--- src/design/csmh_pkg.sv ---
// Shared constants, types and the bin-edge table for the complex-sum
// magnitude histogram. No dependencies.
`default_nettype none

package csmh_pkg;

  localparam int MAX_BINS    = 64;
  localparam int BIN_W       = $clog2(MAX_BINS);
  localparam int NB_W        = 7;
  localparam int NB_SQ_W     = 2 * NB_W - 1;
  localparam int CNT_W       = 21;
  localparam int MAX_SAMPLES = 1048576;
  localparam int SAMP_W      = 16;
  localparam int SUM_W       = SAMP_W + 2;
  localparam int MAG_W       = SAMP_W;
  localparam int SQ_W        = 2 * MAG_W;
  localparam int M2_W        = SQ_W + 1;
  localparam int PROD_W      = SQ_W + NB_SQ_W;
  // (3.0 in Q3.14)^2 = 9 * 2^28: compare bins on the product shifted by 28
  localparam int Q_LSB       = 28;
  localparam int Q_W         = PROD_W - Q_LSB;
  localparam int EDGE_W      = 16;

  localparam logic [MAG_W:0]    XMAX_RAW = 17'd49152;
  localparam logic [M2_W-1:0]   M2_LIM   = 33'd2415919104;
  localparam logic [CNT_W-1:0]  CNT_MAX  = CNT_W'(MAX_SAMPLES);
  localparam logic [NB_W-1:0]   NB_MAX   = NB_W'(MAX_BINS);

  typedef logic [BIN_W-1:0] bin_t;
  typedef logic [CNT_W-1:0] cnt_t;

  // Squared lower edge of bin k in units of 2^28: 9 * k * k
  function automatic logic [EDGE_W-1:0] bin_edge_sq(input bin_t k);
    logic [EDGE_W-1:0] kk;
    kk = EDGE_W'(k) * EDGE_W'(k);
    return EDGE_W'(kk * EDGE_W'(9));
  endfunction

endpackage

`default_nettype wire

--- src/design/complex_sum_magnitude_histogram_unit.sv ---
// Top level of the complex-sum magnitude histogram: binning pipeline,
// bin counter memory with read-modify-write, and readout sequencer.
// Depends on csmh_pkg.
//
// Channel   Dir  Width  Contents
// s_axis    in   96+1   tdata: re_a im_a re_b im_b re_c im_c; tlast: final_site
// m_axis    out  32+1   tdata: bin_index bin_count; tlast: last_bin
// num_bins  in   7      write enable + data, bin count clamped to 1..64
//
// Samples enter one per cycle while intake is open; each passes the binning
// pipeline registers to the counter memory and is counted through a read and
// write-back, with forwarding between back-to-back updates. A final_site
// transfer closes intake until the pipeline drains and num_bins results have
// been transferred, one per cycle while m_axis_tready holds. Reset clears all
// counters at once through per-bin valid flags; the same flags clear the store after readout.
`default_nettype none

module complex_sum_magnitude_histogram_unit import csmh_pkg::*; (
  input  wire logic              clk,
  input  wire logic              rst,
  input  wire logic              s_axis_tvalid,
  output logic                   s_axis_tready,
  input  wire logic [95:0]       s_axis_tdata,  // re_a, im_a, re_b, im_b, re_c, im_c
  input  wire logic              s_axis_tlast,  // final_site
  output logic                   m_axis_tvalid,
  input  wire logic              m_axis_tready,
  output logic [31:0]            m_axis_tdata,  // bin_index[5:0], bin_count[26:6], zero
  output logic                   m_axis_tlast,  // last_bin
  input  wire logic              num_bins_wr_en,
  input  wire logic [NB_W-1:0]   num_bins_wr_data
);

  localparam logic [1:0] ST_BIN   = 2'd0;
  localparam logic [1:0] ST_DRAIN = 2'd1;
  localparam logic [1:0] ST_READ  = 2'd2;

  logic [1:0]          state;
  logic [NB_W-1:0]     num_bins;
  logic [NB_SQ_W-1:0]  nb_sq;
  logic [NB_W-1:0]     nb_clamp;

  // ---------------- configuration ----------------
  always_comb begin
    nb_clamp = num_bins_wr_data;
    if (num_bins_wr_data == '0) nb_clamp = NB_W'(1);
    else if (num_bins_wr_data > NB_MAX) nb_clamp = NB_MAX;
  end

  always_ff @(posedge clk) begin
    if (rst) begin
      num_bins <= NB_MAX;
      nb_sq    <= NB_SQ_W'(NB_MAX) * NB_SQ_W'(NB_MAX);
    end else if (num_bins_wr_en) begin
      num_bins <= nb_clamp;
      nb_sq    <= NB_SQ_W'(nb_clamp) * NB_SQ_W'(nb_clamp);
    end
  end

  // ---------------- stage 1: complex sums ----------------
  logic                     in_xfer;
  logic                     p1_v, p1_last;
  logic signed [SUM_W-1:0]  p1_re, p1_im;

  assign s_axis_tready = (state == ST_BIN);
  assign in_xfer       = s_axis_tvalid && s_axis_tready;

  function automatic logic signed [SUM_W-1:0] sx(input logic [SAMP_W-1:0] v);
    return SUM_W'(signed'(v));
  endfunction

  always_ff @(posedge clk) begin
    if (rst) p1_v <= 1'b0;
    else     p1_v <= in_xfer;
    p1_last <= s_axis_tlast;
    p1_re   <= sx(s_axis_tdata[15:0])  + sx(s_axis_tdata[47:32]) + sx(s_axis_tdata[79:64]);
    p1_im   <= sx(s_axis_tdata[31:16]) + sx(s_axis_tdata[63:48]) + sx(s_axis_tdata[95:80]);
  end

  // ---------------- stage 2: magnitudes of the parts, coarse range check ----
  logic [MAG_W:0]    abs_re, abs_im;
  logic              p2_v, p2_last, p2_drop;
  logic [MAG_W-1:0]  p2_are, p2_aim;

  assign abs_re = p1_re[SUM_W-1] ? (MAG_W+1)'(-p1_re) : (MAG_W+1)'(p1_re);
  assign abs_im = p1_im[SUM_W-1] ? (MAG_W+1)'(-p1_im) : (MAG_W+1)'(p1_im);

  always_ff @(posedge clk) begin
    if (rst) p2_v <= 1'b0;
    else     p2_v <= p1_v;
    p2_last <= p1_last;
    p2_drop <= (abs_re >= XMAX_RAW) || (abs_im >= XMAX_RAW);
    p2_are  <= abs_re[MAG_W-1:0];
    p2_aim  <= abs_im[MAG_W-1:0];
  end

  // ---------------- stage 3: squares ----------------
  logic             p3_v, p3_last, p3_drop;
  logic [SQ_W-1:0]  p3_sre, p3_sim;

  always_ff @(posedge clk) begin
    if (rst) p3_v <= 1'b0;
    else     p3_v <= p2_v;
    p3_last <= p2_last;
    p3_drop <= p2_drop;
    p3_sre  <= SQ_W'(p2_are) * SQ_W'(p2_are);
    p3_sim  <= SQ_W'(p2_aim) * SQ_W'(p2_aim);
  end

  // ---------------- stage 4: squared magnitude, exact range check ----------
  logic [M2_W-1:0]  m2;
  logic             p4_v, p4_last, p4_drop;
  logic [SQ_W-1:0]  p4_m2;

  assign m2 = M2_W'(p3_sre) + M2_W'(p3_sim);

  always_ff @(posedge clk) begin
    if (rst) p4_v <= 1'b0;
    else     p4_v <= p3_v;
    p4_last <= p3_last;
    p4_drop <= p3_drop || (m2 >= M2_LIM);
    p4_m2   <= m2[SQ_W-1:0];
  end

  // ---------------- stage 5: scale by num_bins^2 ----------------
  logic [PROD_W-1:0] prod;
  assign prod = PROD_W'(p4_m2) * PROD_W'(nb_sq);

  // ---------------- bin search: one bit per stage, MSB first ----------------
  logic             sr_v    [0:BIN_W];
  logic             sr_last [0:BIN_W];
  logic             sr_drop [0:BIN_W];
  bin_t             sr_k    [0:BIN_W];
  logic [Q_W-1:0]   sr_q    [0:BIN_W];

  always_ff @(posedge clk) begin
    if (rst) sr_v[0] <= 1'b0;
    else     sr_v[0] <= p4_v;
    sr_last[0] <= p4_last;
    sr_drop[0] <= p4_drop;
    sr_k[0]    <= '0;
    sr_q[0]    <= prod[PROD_W-1:Q_LSB];
  end

  for (genvar j = 0; j < BIN_W; j++) begin : g_search
    bin_t cand;
    assign cand = sr_k[j] | (bin_t'(1) << (BIN_W - 1 - j));

    always_ff @(posedge clk) begin
      if (rst) sr_v[j+1] <= 1'b0;
      else     sr_v[j+1] <= sr_v[j];
      sr_last[j+1] <= sr_last[j];
      sr_drop[j+1] <= sr_drop[j];
      sr_q[j+1]    <= sr_q[j];
      sr_k[j+1]    <= (Q_W'(bin_edge_sq(cand)) <= sr_q[j]) ? cand : sr_k[j];
    end
  end

  // counter memory: read-first, registered read
  cnt_t                 cnt_mem [0:MAX_BINS-1];
  logic [MAX_BINS-1:0]  live;
  cnt_t                 rd_q;
  logic                 live_q;
  logic                 rd_en;
  bin_t                 rd_addr;
  logic                 wr_en;
  bin_t                 wr_addr;
  cnt_t                 wr_data;
  logic                 ro_issue, ro_clear;
  logic [NB_W-1:0]      ro_idx;

  assign rd_en   = sr_v[BIN_W] || ro_issue;
  assign rd_addr = (state == ST_READ) ? ro_idx[BIN_W-1:0] : sr_k[BIN_W];

  always_ff @(posedge clk) begin
    if (rd_en) begin
      rd_q   <= cnt_mem[rd_addr];
      live_q <= live[rd_addr];
    end
    if (wr_en) cnt_mem[wr_addr] <= wr_data;
  end

  // per-bin valid flags: unset bins read as zero
  always_ff @(posedge clk) begin
    if (rst || ro_clear) live <= '0;
    else if (wr_en)      live[wr_addr] <= 1'b1;
  end

  // ---------------- update stage with forwarding ----------------
  logic  u_v, u_last, u_drop;
  bin_t  u_bin;
  logic  fwd_v;
  bin_t  fwd_addr;
  cnt_t  fwd_data;
  cnt_t  cur;

  always_ff @(posedge clk) begin
    if (rst) u_v <= 1'b0;
    else     u_v <= sr_v[BIN_W];
    u_last <= sr_last[BIN_W];
    u_drop <= sr_drop[BIN_W];
    u_bin  <= sr_k[BIN_W];
  end

  // a write at the edge of our read is not in rd_q: take it from fwd_data
  always_comb begin
    if (fwd_v && (fwd_addr == u_bin)) cur = fwd_data;
    else if (live_q)                  cur = rd_q;
    else                              cur = '0;
  end

  assign wr_en   = u_v && !u_drop;
  assign wr_addr = u_bin;
  assign wr_data = (cur < CNT_MAX) ? cur + cnt_t'(1) : cur;

  always_ff @(posedge clk) begin
    if (rst) fwd_v <= 1'b0;
    else     fwd_v <= wr_en;
    fwd_addr <= wr_addr;
    fwd_data <= wr_data;
  end

  // ---------------- readout ----------------
  logic   adv;
  logic   ro_v, ro_last;
  bin_t   ro_bin;
  logic   out_xfer;

  assign adv      = !m_axis_tvalid || m_axis_tready;
  assign ro_issue = (state == ST_READ) && (ro_idx < num_bins) && adv;
  assign ro_clear = ro_issue && (ro_idx == num_bins - NB_W'(1));
  assign out_xfer = m_axis_tvalid && m_axis_tready;

  always_ff @(posedge clk) begin
    if (rst) begin
      ro_v          <= 1'b0;
      m_axis_tvalid <= 1'b0;
    end else if (adv) begin
      ro_v          <= ro_issue;
      m_axis_tvalid <= ro_v;
    end
    if (ro_issue) begin
      ro_bin  <= ro_idx[BIN_W-1:0];
      ro_last <= (ro_idx == num_bins - NB_W'(1));
    end
    if (adv) begin
      m_axis_tdata <= {5'd0, (live_q ? rd_q : cnt_t'(0)), ro_bin};
      m_axis_tlast <= ro_last;
    end
  end

  // ---------------- control ----------------
  always_ff @(posedge clk) begin
    if (rst) begin
      state  <= ST_BIN;
      ro_idx <= '0;
    end else begin
      unique case (state)
        ST_BIN: begin
          if (in_xfer && s_axis_tlast) state <= ST_DRAIN;
        end
        ST_DRAIN: begin
          ro_idx <= '0;
          if (u_v && u_last) state <= ST_READ;
        end
        ST_READ: begin
          if (ro_issue) ro_idx <= ro_idx + NB_W'(1);
          if (out_xfer && m_axis_tlast) state <= ST_BIN;
        end
        default: state <= ST_BIN;
      endcase
    end
  end

  // ---------------- assertions ----------------
  a_no_update_in_readout: assert property (@(posedge clk) disable iff (rst)
    (state == ST_READ) |-> !wr_en)
    else $error("counter update during readout");

  a_out_only_in_readout: assert property (@(posedge clk) disable iff (rst)
    m_axis_tvalid |-> (state == ST_READ) && !s_axis_tready)
    else $error("result outside readout");

  a_last_index: assert property (@(posedge clk) disable iff (rst)
    (m_axis_tvalid && m_axis_tlast) |->
      (NB_W'(m_axis_tdata[BIN_W-1:0]) == num_bins - NB_W'(1)))
    else $error("last_bin on wrong index");

  a_clear_after_readout: assert property (@(posedge clk) disable iff (rst)
    ro_clear |=> (live == '0))
    else $error("counters not cleared after readout");

endmodule

`default_nettype wire
--- config.mk ---
export PLATFORM = sky130hd
export DESIGN_NAME = complex_sum_magnitude_histogram_unit
export DESIGN_NICKNAME = d
export VERILOG_FILES = /design/src/design/csmh_pkg.sv /design/src/design/complex_sum_magnitude_histogram_unit.sv
export SDC_FILE = /design/constraint.sdc
export NUM_CORES = 2
export LEC_CHECK = 0
export BUFFER_PORTS_ARGS = -buffer_cell sky130_fd_sc_hd__clkbuf_2
export CORE_MARGIN = 2
export CORE_UTILIZATION = 45
export CTS_CLUSTER_SIZE = 28
export DETAILED_ROUTE_END_ITERATION = 16
export GPL_TIMING_DRIVEN = 1
export PLACE_DENSITY = 0.62
export SLEW_MARGIN = 20
export SYNTH_ARGS = -nofsm -noshare
export SYNTH_HDL_FRONTEND = slang
export SYNTH_SLANG_ARGS = --single-unit
--- constraint.sdc ---
create_clock -name clk -period 6.6 [get_ports clk]
set_input_delay 0.66 -clock clk [delete_from_list [all_inputs] [get_ports clk]]
set_output_delay 0.66 -clock clk [all_outputs]
set_load 0.005 [all_outputs]
==> results.ini <==
[synthesis]
synth.distinct_cells = 85
yosysSeqAreaShare_pct = 51.14
yosysMostFrequentCell = edfxtp_1
synth_area_sq_um = 99770
synthCells = 7232
synth_ff_type = edfxtp_1
synth-edff-count = 1401
synth_area_leaders = edfxtp_1 (42%), fa_1 (14%), dfxtp_1 (9.0%)
yosysTopAreaCell = edfxtp_1
ys_ff_latch = 1848
yosys-top-cells-count = edfxtp_1 (1401), inv_1 (816), fa_1 (687)
synth.top_cell.area_share_pct = 42.17
synthArstFlopShare_pct = 0
syn_avg_cell_area_sq_um = 13.80
ys.warnings.count = 0

[global_route]
overflow = 0
use_met3_pct = 2.562
grt_max_degree = 89
antenna_found_initial = 4
grt_pass1_wl_microns = 360000
grt_util_met2_pct = 35.40
grt_most_used_layer = met2
met1_usage_pct = 28.68
track_usage_pct = 20.89
grt_pass1_vias = 60710

[critical_path]
cp_max_fo = 17
r2r_slack_ns = 0.26
arrival_ns = 7.09
crit_end = sr_q[0][16]$_DFF_P_
crit_start = nb_sq[2]$_SDFFE_PP0P_
cp_data_required_time_ns = 7.35
rr_endpoint = sr_q[0][16]$_DFF_P_
worstRegToRegCells = 19
cp-end-kind = flip-flop
criticalPathCategory = flip-flop to flip-flop
critPathLaunchType = flip-flop
timing.rr.start = nb_sq[2]$_SDFFE_PP0P_

[route]
drc = 0
num_vias = 57460
first_iter_violations = 4134
ant_nets = 0
wirelength_microns = 231800
routedWlPerCell_microns = 21.87
drtPass1Iterations = 6
vias_per_cell = 5.420

[placement]
dp_hpwl_microns = 157000
gp_congestion = 0.8506
placed_cell_area_sq_um = 105300
portBuffers = 138
dp_cells = 10240

[cts]
clkSinkCount = 1848
clkTransAtPathRegs_ns = 0.06
post-cts-setup-buffers = 0
cts-root-buf = clkbuf_16
insertion_delay_ns = 0.84
cts_made_buffers = 192
clockBufferDepth = 3
htree_levels = 4
cts_tree = yes

[timing]
setup_viol = 0
slew_headroom_pct = 21.26
hold_ws_ns = 0.1222
rsz0062_at_grt = yes
hold_violations = 0
achievable-frequency_mhz = 157.7
maxSlewViolCount = 0
finClkSkew_ns = 0.06808
min_period_ns = 6.341
timing.final.crit_share_pct = 96.08
worst_pin_slew_ns = 1.174

[final_layout]
syn_to_final_growth_pct = 12.00
fin_cells = 10600
nets = 8817
drive_gt1_share_pct = 14.78
final_util_pct = 50.81
stdcell_area_sq_um = 111700

[floorplanning]
dieArea_sq_um = 225500
core_sq_um = 219900
num_rows = 172
start_util_pct = 45.36
ioPinCount = 144
die_y_microns = 474.9
die_w_microns = 474.9

[status]
status = finished clean

[job]
cap_violations = 0

[worst_hold_path]
hold_class = input pin to flip-flop

timing repair:
action	4_1_cts	5_1_grt
setup endpoints to repair	1	11
resized for setup	1	10
endpoints found under the hold margin	1	0
hold buffers	1	0
pin swaps	0	1
per-stage QoR:
stage	setup TNS, ns	worst slack (ns)
floorplan	0	0.1719
global placement	-0.06301	-0.06301
detailed placement	-0.03318	-0.03318
CTS	0	0.05420
global route	-0.03104	-0.03104
finish	0	0.2590
final cells by class:
class / count / area (sq um)
inverter: 816 / 3063
antenna: 4 / 10.01
clock inverter: 99 / 1115
timing repair buffer: 344 / 2512
clock buffer: 253 / 5246
multi-input combinational: 4279 / 45070
sequential: 1848 / 51020
tap: 2958 / 3701
fill: 18690 / 108200
layer usage:
metal / vias up / wire length [microns]
met4: 0 / 5155
met3: 303 / 13470
met1: 29520 / 99420
met2: 1688 / 113800
li1: 25940 / -
met5: - / 0
cells by family (layout without fill, tap and decap cells):
logic type	count (synthesis)	in the layout	share of synthesized area, %
flops	1848	1848	51.14
simple gates	1571	1571	7.724
fa+ha+maj	1227	1227	20.56
buf+inv	1115	1512	4.364
compound gates	814	814	5.519
mux	398	398	8.435
xor+xnor	257	257	2.256
other cells	2	16	0.007527
worst min path at each step:
stage | from | to | slack [ns] | depth (start not counted)
floorplan | p1_last$_DFF_P_ | p2_last$_DFF_P_ | 0.31 | 0
detailed placement | sr_drop[6]$_DFF_P_ | u_drop$_DFF_P_ | 0.31 | 0
CTS | s_axis_tvalid | p1_v$_SDFF_PP0_ | 0.05 | 2
finish | s_axis_tvalid | p1_v$_SDFF_PP0_ | 0.12 | 2
global placement | sr_q[0][0]$_DFF_P_ | sr_q[1][0]$_DFF_P_ | 0.31 | 0
global route | s_axis_tvalid | p1_v$_SDFF_PP0_ | 0.07 | 2
placed cells by master (no fill, tap or decap), types with 28 or more instances in the layout:
cell	count
a211oi_1	122
a21o_1	69
a21oi_1	188
a311oi_1	45
a31oi_1	66
and2_1	429
buf_4	185
clkbuf_1	42
clkbuf_16	194
clkbuf_2	138
clkinv_2	31
dfxtp_1	444
edfxtp_1	1401
fa_1	687
ha_1	540
inv_1	816
mux2i_1	28
mux4_2	352
nand2_1	599
nand3_1	38
nand4_1	33
nor2_1	175
nor2_2	41
nor2b_1	61
nor3_1	51
o21a_1	111
o21ai_0	86
xnor2_1	176
xor2_1	66
sequential cells by signal, summed over array words and instances (netlist names), 11 cells and up:
signal / cells
sr_q: 102
m_axis_tdata: 27
p3_sre: 31
cnt_mem: 1344
fwd_data: 21
live: 64
p3_sim: 31
sr_k: 21
p1_re: 18
p2_aim: 16
rd_q: 21
p2_are: 16
nb_sq: 11
p4_m2: 32
p1_im: 18
worst max-delay path, stage by stage, from the launching register on:
cell and delay (ns):
dfxtp_1 0.94, buf_4 0.27, and2_1 0.13, ha_1 0.24, fa_1 0.47, fa_1 0.52
inv_1 0.06, fa_1 0.54, inv_1 0.05, fa_1 0.45, ha_1 0.34, a21oi_1 0.16
nand3_1 0.19, o21a_1 0.24, a211o_1 0.33, a221o_2 0.40, a41oi_2 0.25, a21oi_2 0.11
or4_1 0.48, nand3_1 0.10
Power is not shown: default switching activity piles up to over one toggle a cycle in this logic, so the estimate is an artifact.
